## src/hdl/uartrx_pkg.sv

```systemverilog
package uartrx_pkg;

   localparam int unsigned CFG_W   = 16;
   localparam int unsigned BYTE_W  = 8;
   localparam int unsigned BIT_IDX_W = 3;

   localparam logic [CFG_W-1:0] BIT_TIME_RESET    = 16'd104;
   localparam logic [CFG_W-1:0] FIRST_DELAY_RESET = 16'd156;

   // register indexes of the configuration port
   localparam int unsigned CSR_IDX_W = 1;
   localparam logic [CSR_IDX_W-1:0] CSR_BIT_TIME    = 1'b0;
   localparam logic [CSR_IDX_W-1:0] CSR_FIRST_DELAY = 1'b1;

   localparam logic [BIT_IDX_W-1:0] LAST_BIT = 3'd7;

   typedef enum logic [2:0] {
      PHASE_IDLE      = 3'b001,
      PHASE_RECEIVE   = 3'b010,
      PHASE_WAIT_HIGH = 3'b100
   } phase_type;

   typedef struct packed {
      logic              valid;
      logic [BYTE_W-1:0] data;
   } push_type;

endpackage

```

## src/hdl/uartrx_req_if.sv

```systemverilog
interface uartrx_req_if;
   logic valid;
   logic ready;
   logic rx_level;
   logic pop_req;

   modport source (output valid, output rx_level, output pop_req, input ready);
   modport sink   (input valid, input rx_level, input pop_req, output ready);
endinterface

```

## src/hdl/uartrx_rsp_if.sv

```systemverilog
interface uartrx_rsp_if;
   logic                          valid;
   logic                          ready;
   logic [uartrx_pkg::BYTE_W-1:0] byte_out;
   logic                          byte_valid;
   logic                          available;

   modport source (output valid, output byte_out, output byte_valid, output available,
                   input ready);
   modport sink   (input valid, input byte_out, input byte_valid, input available,
                   output ready);
endinterface

```

## src/hdl/uartrx_ram.sv

```systemverilog
module uartrx_ram #(
   parameter int unsigned Width = 8,
   parameter int unsigned Depth = 16
) (
   input  logic                     clock,
   input  logic                     wr_en,
   input  logic [$clog2(Depth)-1:0] wr_addr,
   input  logic [Width-1:0]         wr_data,
   input  logic                     rd_en,
   input  logic [$clog2(Depth)-1:0] rd_addr,
   output logic [Width-1:0]         rd_data
);

   logic [Width-1:0] mem_ff [Depth];
   logic [Width-1:0] rd_data_ff;

   always_ff @(posedge clock) begin
      if (wr_en) begin
         mem_ff[wr_addr] <= wr_data;
      end
      if (rd_en) begin
         rd_data_ff <= mem_ff[rd_addr];
      end
   end

   assign rd_data = rd_data_ff;

endmodule

```

## src/hdl/uartrx_deser.sv

```systemverilog
module uartrx_deser (
   input  logic                         clock,
   input  logic                         reset,
   input  logic                         accept,
   input  logic                         rx_level,
   input  logic [uartrx_pkg::CFG_W-1:0] bit_time,
   input  logic [uartrx_pkg::CFG_W-1:0] first_delay,
   output uartrx_pkg::push_type         push
);

   uartrx_pkg::phase_type                phase_ff, phase_in;
   logic [uartrx_pkg::CFG_W-1:0]         tick_ff, tick_in;
   logic [uartrx_pkg::BIT_IDX_W-1:0]     bit_idx_ff, bit_idx_in;
   logic [uartrx_pkg::BYTE_W-1:0]        shift_ff, shift_in;
   logic                                 prev_level_ff, prev_level_in;
   logic [uartrx_pkg::CFG_W-1:0]         tick_dec;
   logic [uartrx_pkg::BYTE_W-1:0]        shift_set;

   assign tick_dec  = tick_ff - uartrx_pkg::CFG_W'(1);
   assign shift_set = shift_ff
                      | (uartrx_pkg::BYTE_W'(rx_level) << bit_idx_ff);

   always_comb begin
      phase_in      = phase_ff;
      tick_in       = tick_ff;
      bit_idx_in    = bit_idx_ff;
      shift_in      = shift_ff;
      prev_level_in = prev_level_ff;
      push.valid    = 1'b0;
      push.data     = shift_set;
      if (accept) begin
         prev_level_in = rx_level;
         case (phase_ff)
            uartrx_pkg::PHASE_IDLE: begin
               if (prev_level_ff && !rx_level) begin
                  phase_in   = uartrx_pkg::PHASE_RECEIVE;
                  // a zero delay acts as one tick
                  tick_in    = (first_delay == '0) ? uartrx_pkg::CFG_W'(1) : first_delay;
                  bit_idx_in = '0;
                  shift_in   = '0;
               end
            end
            uartrx_pkg::PHASE_RECEIVE: begin
               tick_in = tick_dec;
               if (tick_dec == '0) begin
                  shift_in = shift_set;
                  if (bit_idx_ff == uartrx_pkg::LAST_BIT) begin
                     push.valid = 1'b1;
                     bit_idx_in = '0;
                     phase_in   = uartrx_pkg::PHASE_WAIT_HIGH;
                  end else begin
                     bit_idx_in = bit_idx_ff + uartrx_pkg::BIT_IDX_W'(1);
                     tick_in    = (bit_time == '0) ? uartrx_pkg::CFG_W'(1) : bit_time;
                  end
               end
            end
            uartrx_pkg::PHASE_WAIT_HIGH: begin
               if (rx_level) begin
                  phase_in = uartrx_pkg::PHASE_IDLE;
               end
            end
            default: begin
               phase_in = uartrx_pkg::PHASE_IDLE;
            end
         endcase
      end
   end

   always_ff @(posedge clock) begin
      if (reset) begin
         phase_ff      <= uartrx_pkg::PHASE_IDLE;
         tick_ff       <= '0;
         bit_idx_ff    <= '0;
         shift_ff      <= '0;
         prev_level_ff <= 1'b1;
      end else begin
         phase_ff      <= phase_in;
         tick_ff       <= tick_in;
         bit_idx_ff    <= bit_idx_in;
         shift_ff      <= shift_in;
         prev_level_ff <= prev_level_in;
      end
   end

endmodule

```

## src/hdl/uart_receiver_with_ring_fifo.sv

```systemverilog
// UART receiver for 8 data bits, LSB first, with a ring FIFO of FIFO_DEPTH-1
// bytes. Each request item is one sampler tick carrying the line level and a
// pop request; each tick yields exactly one response item with the popped byte
// (zero when nothing was popped), its valid flag and whether the FIFO still
// holds data. One item is taken every clock cycle unless the response stalls,
// and its response appears in the next cycle, set by the registered read of
// the FIFO RAM; the response register takes the next item in the same cycle
// its response is taken, so a stalled response holds off the input. bit_time
// and first_sample_delay (zero acts as one) are written through the csr port;
// the user must write them while no items are in flight (not enforced). A byte
// completed while the FIFO is full is dropped; the stop bit is not checked.
module uart_receiver_with_ring_fifo #(
   parameter int unsigned FIFO_DEPTH = 16
) (
   input  logic                             clock,
   input  logic                             reset,
   input  logic                             csr_write_enable,
   input  logic [uartrx_pkg::CSR_IDX_W-1:0] csr_index,
   input  logic [uartrx_pkg::CFG_W-1:0]     csr_write_data,
   uartrx_req_if.sink                       req_chan,
   uartrx_rsp_if.source                     rsp_chan
);

   localparam int unsigned PtrW = $clog2(FIFO_DEPTH);

   function automatic logic [PtrW-1:0] advance(input logic [PtrW-1:0] p);
      advance = (p == PtrW'(FIFO_DEPTH - 1)) ? '0 : p + PtrW'(1);
   endfunction

   logic [uartrx_pkg::CFG_W-1:0] bit_time_ff, first_delay_ff;
   logic [PtrW-1:0]              wp_ff, wp_in, rp_ff, rp_in;
   logic                         out_valid_ff, out_valid_in;
   logic                         out_byte_valid_ff;
   logic                         out_available_ff;
   logic                         accept;
   logic                         pop_take;
   logic                         ram_wr_en;
   logic [uartrx_pkg::BYTE_W-1:0] ram_rd_data;
   uartrx_pkg::push_type         push;

   assign req_chan.ready = !reset && (!out_valid_ff || rsp_chan.ready);
   assign accept         = req_chan.valid && req_chan.ready;

   always_ff @(posedge clock) begin
      if (reset) begin
         bit_time_ff    <= uartrx_pkg::BIT_TIME_RESET;
         first_delay_ff <= uartrx_pkg::FIRST_DELAY_RESET;
      end else if (csr_write_enable) begin
         case (csr_index)
            uartrx_pkg::CSR_BIT_TIME:    bit_time_ff    <= csr_write_data;
            uartrx_pkg::CSR_FIRST_DELAY: first_delay_ff <= csr_write_data;
            default: ;
         endcase
      end
   end

   uartrx_deser u_deser (
      .clock       (clock),
      .reset       (reset),
      .accept      (accept),
      .rx_level    (req_chan.rx_level),
      .bit_time    (bit_time_ff),
      .first_delay (first_delay_ff),
      .push        (push)
   );

   // pop first, then push against the updated read pointer
   assign pop_take  = accept && req_chan.pop_req && (wp_ff != rp_ff);
   assign rp_in     = pop_take ? advance(rp_ff) : rp_ff;
   assign ram_wr_en = push.valid && (advance(wp_ff) != rp_in);
   assign wp_in     = ram_wr_en ? advance(wp_ff) : wp_ff;

   uartrx_ram #(
      .Width (uartrx_pkg::BYTE_W),
      .Depth (FIFO_DEPTH)
   ) u_store (
      .clock   (clock),
      .wr_en   (ram_wr_en),
      .wr_addr (wp_ff),
      .wr_data (push.data),
      .rd_en   (pop_take),
      .rd_addr (rp_ff),
      .rd_data (ram_rd_data)
   );

   always_comb begin
      out_valid_in = out_valid_ff;
      if (accept) begin
         out_valid_in = 1'b1;
      end else if (rsp_chan.ready) begin
         out_valid_in = 1'b0;
      end
   end

   always_ff @(posedge clock) begin
      if (reset) begin
         wp_ff        <= '0;
         rp_ff        <= '0;
         out_valid_ff <= 1'b0;
      end else begin
         wp_ff        <= wp_in;
         rp_ff        <= rp_in;
         out_valid_ff <= out_valid_in;
      end
   end

   always_ff @(posedge clock) begin
      if (accept) begin
         out_byte_valid_ff <= pop_take;
         out_available_ff  <= (wp_in != rp_in);
      end
   end

   // RAM read data holds until the next pop, so a stalled response keeps its byte
   assign rsp_chan.valid      = out_valid_ff;
   assign rsp_chan.byte_valid = out_byte_valid_ff;
   assign rsp_chan.byte_out   = out_byte_valid_ff ? ram_rd_data : '0;
   assign rsp_chan.available  = out_available_ff;

   a_no_rw_same_entry: assert property (@(posedge clock) disable iff (reset)
      !(ram_wr_en && pop_take && (wp_ff == rp_ff)))
      else $error("FIFO write and read hit the same entry");

   a_pop_reports_byte: assert property (@(posedge clock) disable iff (reset)
      pop_take |=> (out_valid_ff && out_byte_valid_ff))
      else $error("popped byte not reported");

   a_available_tracks_ptrs: assert property (@(posedge clock) disable iff (reset)
      $past(accept) |-> (out_available_ff == (wp_ff != rp_ff)))
      else $error("available flag disagrees with FIFO pointers");

   a_push_only_on_item: assert property (@(posedge clock) disable iff (reset)
      ram_wr_en |-> accept)
      else $error("FIFO written without an accepted item");

endmodule
```

## src/flat_wrapper.sv

```systemverilog
// flat-port wrapper written by rule: the top's interface ports become plain ports
module uart_receiver_with_ring_fifo_flat 
#(
   parameter int unsigned FIFO_DEPTH = 16
)
  (clock, reset, csr_write_enable, csr_index, csr_write_data, req_chan_valid, req_chan_rx_level, req_chan_pop_req, req_chan_ready, rsp_chan_valid, rsp_chan_byte_out, rsp_chan_byte_valid, rsp_chan_available, rsp_chan_ready);
  uartrx_req_if req_chan_i ();
  uartrx_rsp_if rsp_chan_i ();
  input  logic clock;
  input  logic reset;
  input  logic csr_write_enable;
  input  logic [uartrx_pkg::CSR_IDX_W-1:0] csr_index;
  input  logic [uartrx_pkg::CFG_W-1:0] csr_write_data;
  input wire logic [$bits(req_chan_i.valid)-1:0] req_chan_valid;
  input wire logic [$bits(req_chan_i.rx_level)-1:0] req_chan_rx_level;
  input wire logic [$bits(req_chan_i.pop_req)-1:0] req_chan_pop_req;
  output wire logic [$bits(req_chan_i.ready)-1:0] req_chan_ready;
  output wire logic [$bits(rsp_chan_i.valid)-1:0] rsp_chan_valid;
  output wire logic [$bits(rsp_chan_i.byte_out)-1:0] rsp_chan_byte_out;
  output wire logic [$bits(rsp_chan_i.byte_valid)-1:0] rsp_chan_byte_valid;
  output wire logic [$bits(rsp_chan_i.available)-1:0] rsp_chan_available;
  input wire logic [$bits(rsp_chan_i.ready)-1:0] rsp_chan_ready;
  assign req_chan_i.valid = req_chan_valid;
  assign req_chan_i.rx_level = req_chan_rx_level;
  assign req_chan_i.pop_req = req_chan_pop_req;
  assign req_chan_ready = req_chan_i.ready;
  assign rsp_chan_valid = rsp_chan_i.valid;
  assign rsp_chan_byte_out = rsp_chan_i.byte_out;
  assign rsp_chan_byte_valid = rsp_chan_i.byte_valid;
  assign rsp_chan_available = rsp_chan_i.available;
  assign rsp_chan_i.ready = rsp_chan_ready;
  uart_receiver_with_ring_fifo #(.FIFO_DEPTH(FIFO_DEPTH)) u_core (.clock(clock), .reset(reset), .csr_write_enable(csr_write_enable), .csr_index(csr_index), .csr_write_data(csr_write_data), .req_chan(req_chan_i), .rsp_chan(rsp_chan_i));
endmodule
```

## config.mk

```make
export PLATFORM = sky130hd
export DESIGN_NAME = uart_receiver_with_ring_fifo_flat
export DESIGN_NICKNAME = d
export VERILOG_FILES = /design/src/hdl/uartrx_pkg.sv /design/src/hdl/uartrx_req_if.sv /design/src/hdl/uartrx_rsp_if.sv /design/src/hdl/uartrx_ram.sv /design/src/hdl/uartrx_deser.sv /design/src/hdl/uart_receiver_with_ring_fifo.sv /design/src/flat_wrapper.sv
export SDC_FILE = /design/constraint.sdc
export NUM_CORES = 1
export LEC_CHECK = 0
export BUFFER_PORTS_ARGS = -buffer_cell sky130_fd_sc_hd__buf_2
export CORE_UTILIZATION = 56
export DETAILED_ROUTE_END_ITERATION = 6
export MAX_ROUTING_LAYER = met4
export PLACE_DENSITY_LB_ADDON = 0.08
export REMOVE_ABC_BUFFERS = 1
export SYNTH_ARGS = -nofsm -noshare
export SYNTH_HDL_FRONTEND = slang
export SYNTH_SLANG_ARGS = --single-unit
```

## constraint.sdc

```tcl
create_clock -name clock -period 7.7 [get_ports clock]
set_clock_uncertainty 0.15 [all_clocks]
set_input_delay 1.155 -clock clock [delete_from_list [all_inputs] [get_ports clock]]
set_output_delay 1.155 -clock clock [all_outputs]
set_load 0.05 [all_outputs]
```

Yosys cells after proc, flatten, opt, wreduce, memory -nomap -nowiden

Memories as Yosys holds them, arrays and structs flattened. A register that Yosys moved wholly into a read port is not among the register bits.
Cells that the tools add are included.

Bits in registers: 74
Word-level logic and storage cells: 84
Memories kept: 1
Memory bits (writable): 128

Bitwise operators: 2
Muxes and demuxes: 31
Equality and inequality tests: 13
Add/subtract/negate cells: 4
Shifts and indexed selects: 1
Reduce and logical (&&, ||, !) cells: 20

Memories:

| name                  | depth | width | rd ports | clocked after Yosys merged registers in | wr ports | RTL line         | RTL |
|---|---|---|---|---|---|---|---|
| u_core.u_store.mem_ff | 16    | 8     | 1        | 1                                       | 1        | uartrx_ram.sv:14 | `logic [Width-1:0] mem_ff [Depth];` |

Operator list:

| kind                  | number |
|---|---|
| $mux 16               | 5 |
| $logic_not 16->1      | 3 |
| $pmux 16 s2           | 1 |
| $mux 8                | 3 |
| $mux 3                | 7 |
| $mux 4                | 4 |
| $pmux 8 s2            | 1 |
| $sub 16x1->16 const B | 1 |
| $ne 4x4->1            | 3 |
| $pmux 3 s3            | 1 |
| $add 4x1->4 const B   | 2 |
| $eq 4x4->1 const B    | 2 |
| $mux 1                | 8 |
| $ne 2x2->1 const B    | 4 |
| $or 8x8->8            | 1 |
| $shl 1x3->8           | 1 |
| $eq 3x3->1 const B    | 2 |
| $logic_and 1x1->1     | 6 |
| $pmux 3 s2            | 1 |
| $reduce_and 5->1      | 1 |
| $reduce_and 2->1      | 2 |
| $reduce_and 4->1      | 1 |
| $reduce_bool 2->1     | 2 |
| $add 3x1->3 const B   | 1 |
| 6 further kinds       | 8 |

Logic depth before layout (Yosys ltp)

Depth after elaboration: 11
Mapped depth: 12
Depth with buffers taken out: 9

Hierarchy

Synthesis repeated with hierarchy kept, for this count alone.

Cells, all modules: 740
Area total of the unflattened synthesis: 9387.8 µm²

By module, submodules not included:

| module                       | area an instance (µm²) | cells an instance | instances | sequential area each (µm²) |
|---|---|---|---|---|
| uartrx_ram                   | 5227.5                 | 229               | 1         | 4083.9 |
| uartrx_deser                 | 2223.4                 | 284               | 1         | 620.6 |
| uart_receiver_with_ring_fifo | 1936.9                 | 227               | 1         | 880.8 |

Worst setup path before layout

OpenSTA, ideal clock, no wires.

Kind: input to register
Start point: in reset
End point: mem u_core.u_store.mem_ff[5][0], enable pin
Slack: 3.469 ns
Data arrival time: 3.749 ns
Stages: 10
Setup time: 0.332 ns
Path through: clkbuf_1 > nand2b_1 > nor3b_1 > and2_0 > clkbuf_1 > a31o_2 > xor2_1 > a2111oi_4 > buf_6 > and3_1

Word-level cells in the longest chain between the ends: 10
Elaborated cells on any way between the ends: 11

Ends and longest elaborated chain:

| element                        | RTL line                           | RTL |
|---|---|---|
| from (decl)                    | flat_wrapper.sv:10                 | `input logic reset;` |
| $logic_not 1->1                | uart_receiver_with_ring_fifo.sv:41 | `assign req_chan.ready = !reset && (!out_valid_ff \|\| rsp_chan.ready);` |
| $logic_and 1x1->1              | uart_receiver_with_ring_fifo.sv:41 |  |
| $logic_and 1x1->1              | uart_receiver_with_ring_fifo.sv:42 | `assign accept = req_chan.valid && req_chan.ready;` |
| $logic_and 1x1->1 (2 in a row) | uart_receiver_with_ring_fifo.sv:68 | `assign pop_take = accept && req_chan.pop_req && (wp_ff != rp_ff);` |
| named net u_core.pop_take      | uart_receiver_with_ring_fifo.sv:36 | `logic pop_take;` |
| $mux 4                         | uart_receiver_with_ring_fifo.sv:69 | `assign rp_in = pop_take ? advance(rp_ff) : rp_ff;` |
| $ne 4x4->1                     | uart_receiver_with_ring_fifo.sv:70 | `assign ram_wr_en = push.valid && (advance(wp_ff) != rp_in);` |
| $logic_and 1x1->1              | uart_receiver_with_ring_fifo.sv:70 |  |
| $mux 1                         | uartrx_ram.sv:18                   | `if (wr_en) begin` |
| $mux 1 (implied by the code)   | uartrx_ram.sv:19                   | `mem_ff[wr_addr] <= wr_data;` |
| to (decl)                      | uartrx_ram.sv:14                   |  |

The timed path passes the listed nets, and every way through them passes these cells.

Final worst setup path

Start point: reg u_core.rp_ff[0]
End point: mem u_core.u_store.mem_ff[0][7], enable pin

Word-level cells in the longest chain between the ends: 7
Elaborated cells on any way between the ends: 10

Ends and longest elaborated chain:

| element                                     | RTL line                                                               | RTL |
|---|---|---|
| from (decl)                                 | uart_receiver_with_ring_fifo.sv:31                                     | `logic [PtrW-1:0] wp_ff, wp_in, rp_ff, rp_in;` |
| from (signal assigned)                      | uart_receiver_with_ring_fifo.sv:102                                    | `rp_ff <= rp_in;` |
| $add 4x1->4 (tied with other cells)         | uart_receiver_with_ring_fifo.sv:27                                     | `advance = (p == PtrW'(FIFO_DEPTH - 1)) ? '0 : p + PtrW'(1);` |
| $mux 4 or $logic_and 1x1->1 (tied branches) | uart_receiver_with_ring_fifo.sv:27, uart_receiver_with_ring_fifo.sv:68 |  |
| $mux 4 (*)                                  | uart_receiver_with_ring_fifo.sv:69                                     |  |
| $ne 4x4->1 (*)                              | uart_receiver_with_ring_fifo.sv:70                                     |  |
| $logic_and 1x1->1 (*)                       | uart_receiver_with_ring_fifo.sv:70                                     |  |
| $mux 1 (*)                                  | uartrx_ram.sv:18                                                       |  |
| $mux 1 (implied by the code) (*)            | uartrx_ram.sv:19                                                       |  |

Every way passes the cells marked *; elsewhere a longest branch is shown, timed or not.

==> flow_summary.ini <==
[status]
status = finished clean

[critical_path]
cp-startpoint = u_core.rp_ff[0]$_SDFF_PP0_
slowest_stage = dfxtp_2
r2r_cells = 7
max_stage_delay_ns = 1.15
r2r_setup_slack_ns = 2.96
critical_path_class = flop to flop
r2r_start = u_core.rp_ff[0]$_SDFF_PP0_
worstPathArrival_ns = 4.75
path_cells = xnor2_1 -> nand4b_1 -> and2_0 -> a31o_2 -> xor2_1 -> a2111oi_4 -> and3_1
worst_ep_required_time_ns = 7.71
startpoint_type = flop
crit_path_max_fanout = 37
cp-end-kind = flop

[power]
ir_drop_mv = 0.1847
p_seq_share_pct = 50.5
p_leak_nw = 3.519
comb_power_share_pct = 5.6
p_int_mw = 1.893
swShare_pct = 21.54
power_switching_mw = 0.5199
power_density_mw_per_mm2 = 231.8
p_clk_share_pct = 43.9

[detailed_routing]
ant_nets = 0
drc = 0
routed_wl_um = 22100
drt_iter0_drc = 515
vias = 6165
drt-pass1-iter-count = 6
wire_per_inst_um = 22.62
avgViaCountPerCell = 6.310

[yosys]
synth_flop_cell = edfxtp_1
synth_warnings = 0
synth_cells = 722
syn_area_mm2 = 0.009365
synth_edf_count = 138
ys_seq_elements = 210
ys_types = 73
yosys-top-cells-area = edfxtp_1 44%, dfxtp_1 15%, mux4_2 9.6%
ys_async_sr_fraction_pct = 0
synth_top_area_share_pct = 44.25
avgSynthCellArea_um2 = 12.97
yosysSeqAreaShare_pct = 59.64
synth_area_leader_cell = edfxtp_1

[timing]
period_share_pct = 61.58
finalHoldViolations = 0
setup_tns_ns = 0
maxSlewHeadroom_pct = 17.74
period_needed_ns = 4.742
rsz0062_at_grt = no
final_max_slew_viol_count = 0
max_freq_mhz = 210.9
setup_violations = 0
tightest_slew_ns = 1.234

[global_routing]
antenna_found_initial = 0
grt.met3_usage_pct = 5.131
grt.total_usage_pct = 26.93
busiest_layer = met2
grt_pass1_wl_um = 34110
met1_usage_pct = 38.42
grt-ovfl-total = 0
grt_pass1_vias = 5886
met2_usage_pct = 39.72
grt_start_max_net_pins = 70

[clock_network]
cts_buffers = 22
postCtsSetupBuffers = 0
numClockSinks = 210
clock-root-buffer = clkbuf_16
cts_tree = yes
clockBufferDepth = 3
cts_resized = 0
cts-hold-fix-buffers = 0
htree_num_levels = 1
clkTransAtPathRegs_ns = 0.06
clkLatencyLatePin_ns = 0.49

[place]
hpwl_um = 15030
portBuffers = 35
dp_cells = 937
gp_congestion = 0.8731

[finish]
synthToLayoutAreaGrowth_pct = 11.16
layout-drive-gt1-share_pct = 20.50
fin_util_pct = 64.60
instances_no_fill = 977
nets = 778
num-fill-cells = 1243
antenna_cells = 0

[die]
die_w_um = 131.3
initial_core_util_pct = 58.11
core_mm2 = 0.01612
row_count = 46
dieArea_mm2 = 0.01724
die_h_um = 131.3
pin_count = 36

[job]
maxCapViolCount = 0

[hold_path]
hold_class = flop to flop
min_from = u_core.first_delay_ff[8]$_SDFFE_PP0P_
min_path_cells = 2
[worst paths after layout]
check                                          end
max          u_core.u_store.mem_ff[0][7]$_DFFE_PP_
min          u_core.first_delay_ff[8]$_SDFFE_PP0P_
min reg2reg  u_core.first_delay_ff[8]$_SDFFE_PP0P_
max reg2reg  u_core.u_store.mem_ff[0][7]$_DFFE_PP_
[layout by cell type, fill, tap and decap left out, types with 4 or more instances in the layout]
cell,synthesis,routed
a2111oi_2,11,11
a211oi_1,8,8
a21o_1,4,4
a21oi_1,37,36
a22o_1,9,9
a22oi_1,4,4
a31o_2,6,6
a31oi_1,5,5
and2_1,11,11
and3_1,15,15
and3_2,6,6
buf_2,5,35
buf_4,0,5
clkbuf_1,30,4
clkbuf_16,0,23
clkinv_1,0,5
dfxtp_1,72,71
edfxtp_1,138,138
ha_1,9,9
inv_1,11,11
mux4_2,40,40
nand2_1,84,84
nand2b_1,9,9
nand3_1,8,8
nand3b_1,7,7
nand4_1,4,4
nor2_1,64,64
nor2b_1,13,13
nor3_1,12,12
nor4_1,10,10
o211ai_1,5,5
o21ai_0,6,6
xnor2_1,12,12
xor2_1,10,10
[routing by layer]
layer  wire (um)  vias up  part of all wire (%)
met5           0        -                     0
met4         527        0                   2.4
met3        1891       50                   8.6
met2        9918      289                    45
met1        9766     3045                    44
li1            -     2781                     -
[power by group through the flow]
stage                     sequential [mW]  clock, mW  combinational (mW)
after floorplan                      1.24          0              0.0913
after global placement               1.24          0               0.129
after detailed placement             1.24          0               0.132
after CTS                            1.22       1.08               0.133
after global routing                 1.22       1.12               0.148
final                                1.22       1.06               0.134
[final cells by class]
cell class / instances / area, um2 / share of cell area, %
Clock buffer: 27 / 590.6 / 5.673
Clock inverter: 13 / 141.4 / 1.358
Inverter: 12 / 45.04 / 0.4327
Multi-Input combinational cell: 459 / 3563 / 34.23
Sequential cell: 210 / 5587 / 53.67
Tap cell: 216 / 270.3 / 2.596
Timing Repair Buffer: 40 / 212.7 / 2.043
[kinds of logic (layout without fill, tap and decap cells)]
kind of cell | count (synthesis) | in the layout | synth area share [%]
mux | 46 | 46 | 10.30
flops | 210 | 210 | 59.64
buf+inv | 53 | 92 | 2.351
compound gates | 114 | 114 | 9.820
xor+xnor | 22 | 22 | 2.057
simple gates | 268 | 268 | 14.63
fa+ha+maj | 9 | 9 | 1.202
[cells in the mapped netlist, types with 2 or more instances]
master,count
a31o_2,6
mux2i_1,3
or2_2,2
xor2_1,10
ha_1,9
a211oi_1,8
o211a_1,2
nor3_1,12
a211o_1,2
a2111oi_2,11
or3_1,2
a22o_1,9
buf_1,4
nor4_1,10
nor2b_1,13
o21ai_0,6
buf_2,5
o211ai_1,5
a2111oi_4,2
mux4_2,40
and3_2,6
edfxtp_1,138
nor2_1,64
buf_6,2
nand3_1,8
dfxtp_1,72
a22oi_1,4
and2_1,11
nand4b_1,2
a31oi_1,5
nand2b_1,9
clkbuf_1,30
a21oi_1,37
nand4_1,4
nor3b_1,3
nand2_1,84
xnor2_1,12
a21o_1,4
mux2_2,2
nand3b_1,7
and3_1,15
inv_1,11
[registers in the layout, indices dropped and copies added, names as in the netlist]
name and count:
u_core.u_store.mem_ff 128, u_core.first_delay_ff 16, u_core.u_deser.bit_idx_ff 3, u_core.bit_time_ff 16
u_core.u_deser.phase_ff 3, u_core.rsp_chan.byte_valid 1, u_core.wp_ff 4, u_core.u_store.rd_data 8
u_core.rp_ff 4, u_core.u_deser.tick_ff 16, u_core.rsp_chan.valid 1, u_core.rsp_chan.available 1
u_core.u_deser.shift_ff 8, u_core.u_deser.prev_level_ff 1
[critical path, delay by kind of cell (launching register included)]
family           cells  cell delay (ns)
AO/OA/AOI/OAI        2             1.32
XOR/XNOR             2             0.47
flip-flops           1             1.15
AND/OR/NAND/NOR      3             1.31
[metrics by stage]
step / setup WS, ns / hold WS, ns / total power, mW / area [um2]
CTS: 2.928 / 0.3254 / 2.427 / 10410
finish: 2.958 / 0.3269 / 2.413 / 10410
detailed placement: 2.550 / 0.3091 / 1.373 / 9678
floorplan: 3.025 / 0.2794 / 1.330 / 9190
global placement: 2.615 / 0.2972 / 1.370 / 9678
global route: 2.549 / 0.3498 / 2.486 / 10410
No activity file was read; power rests on OpenSTA's default activity.
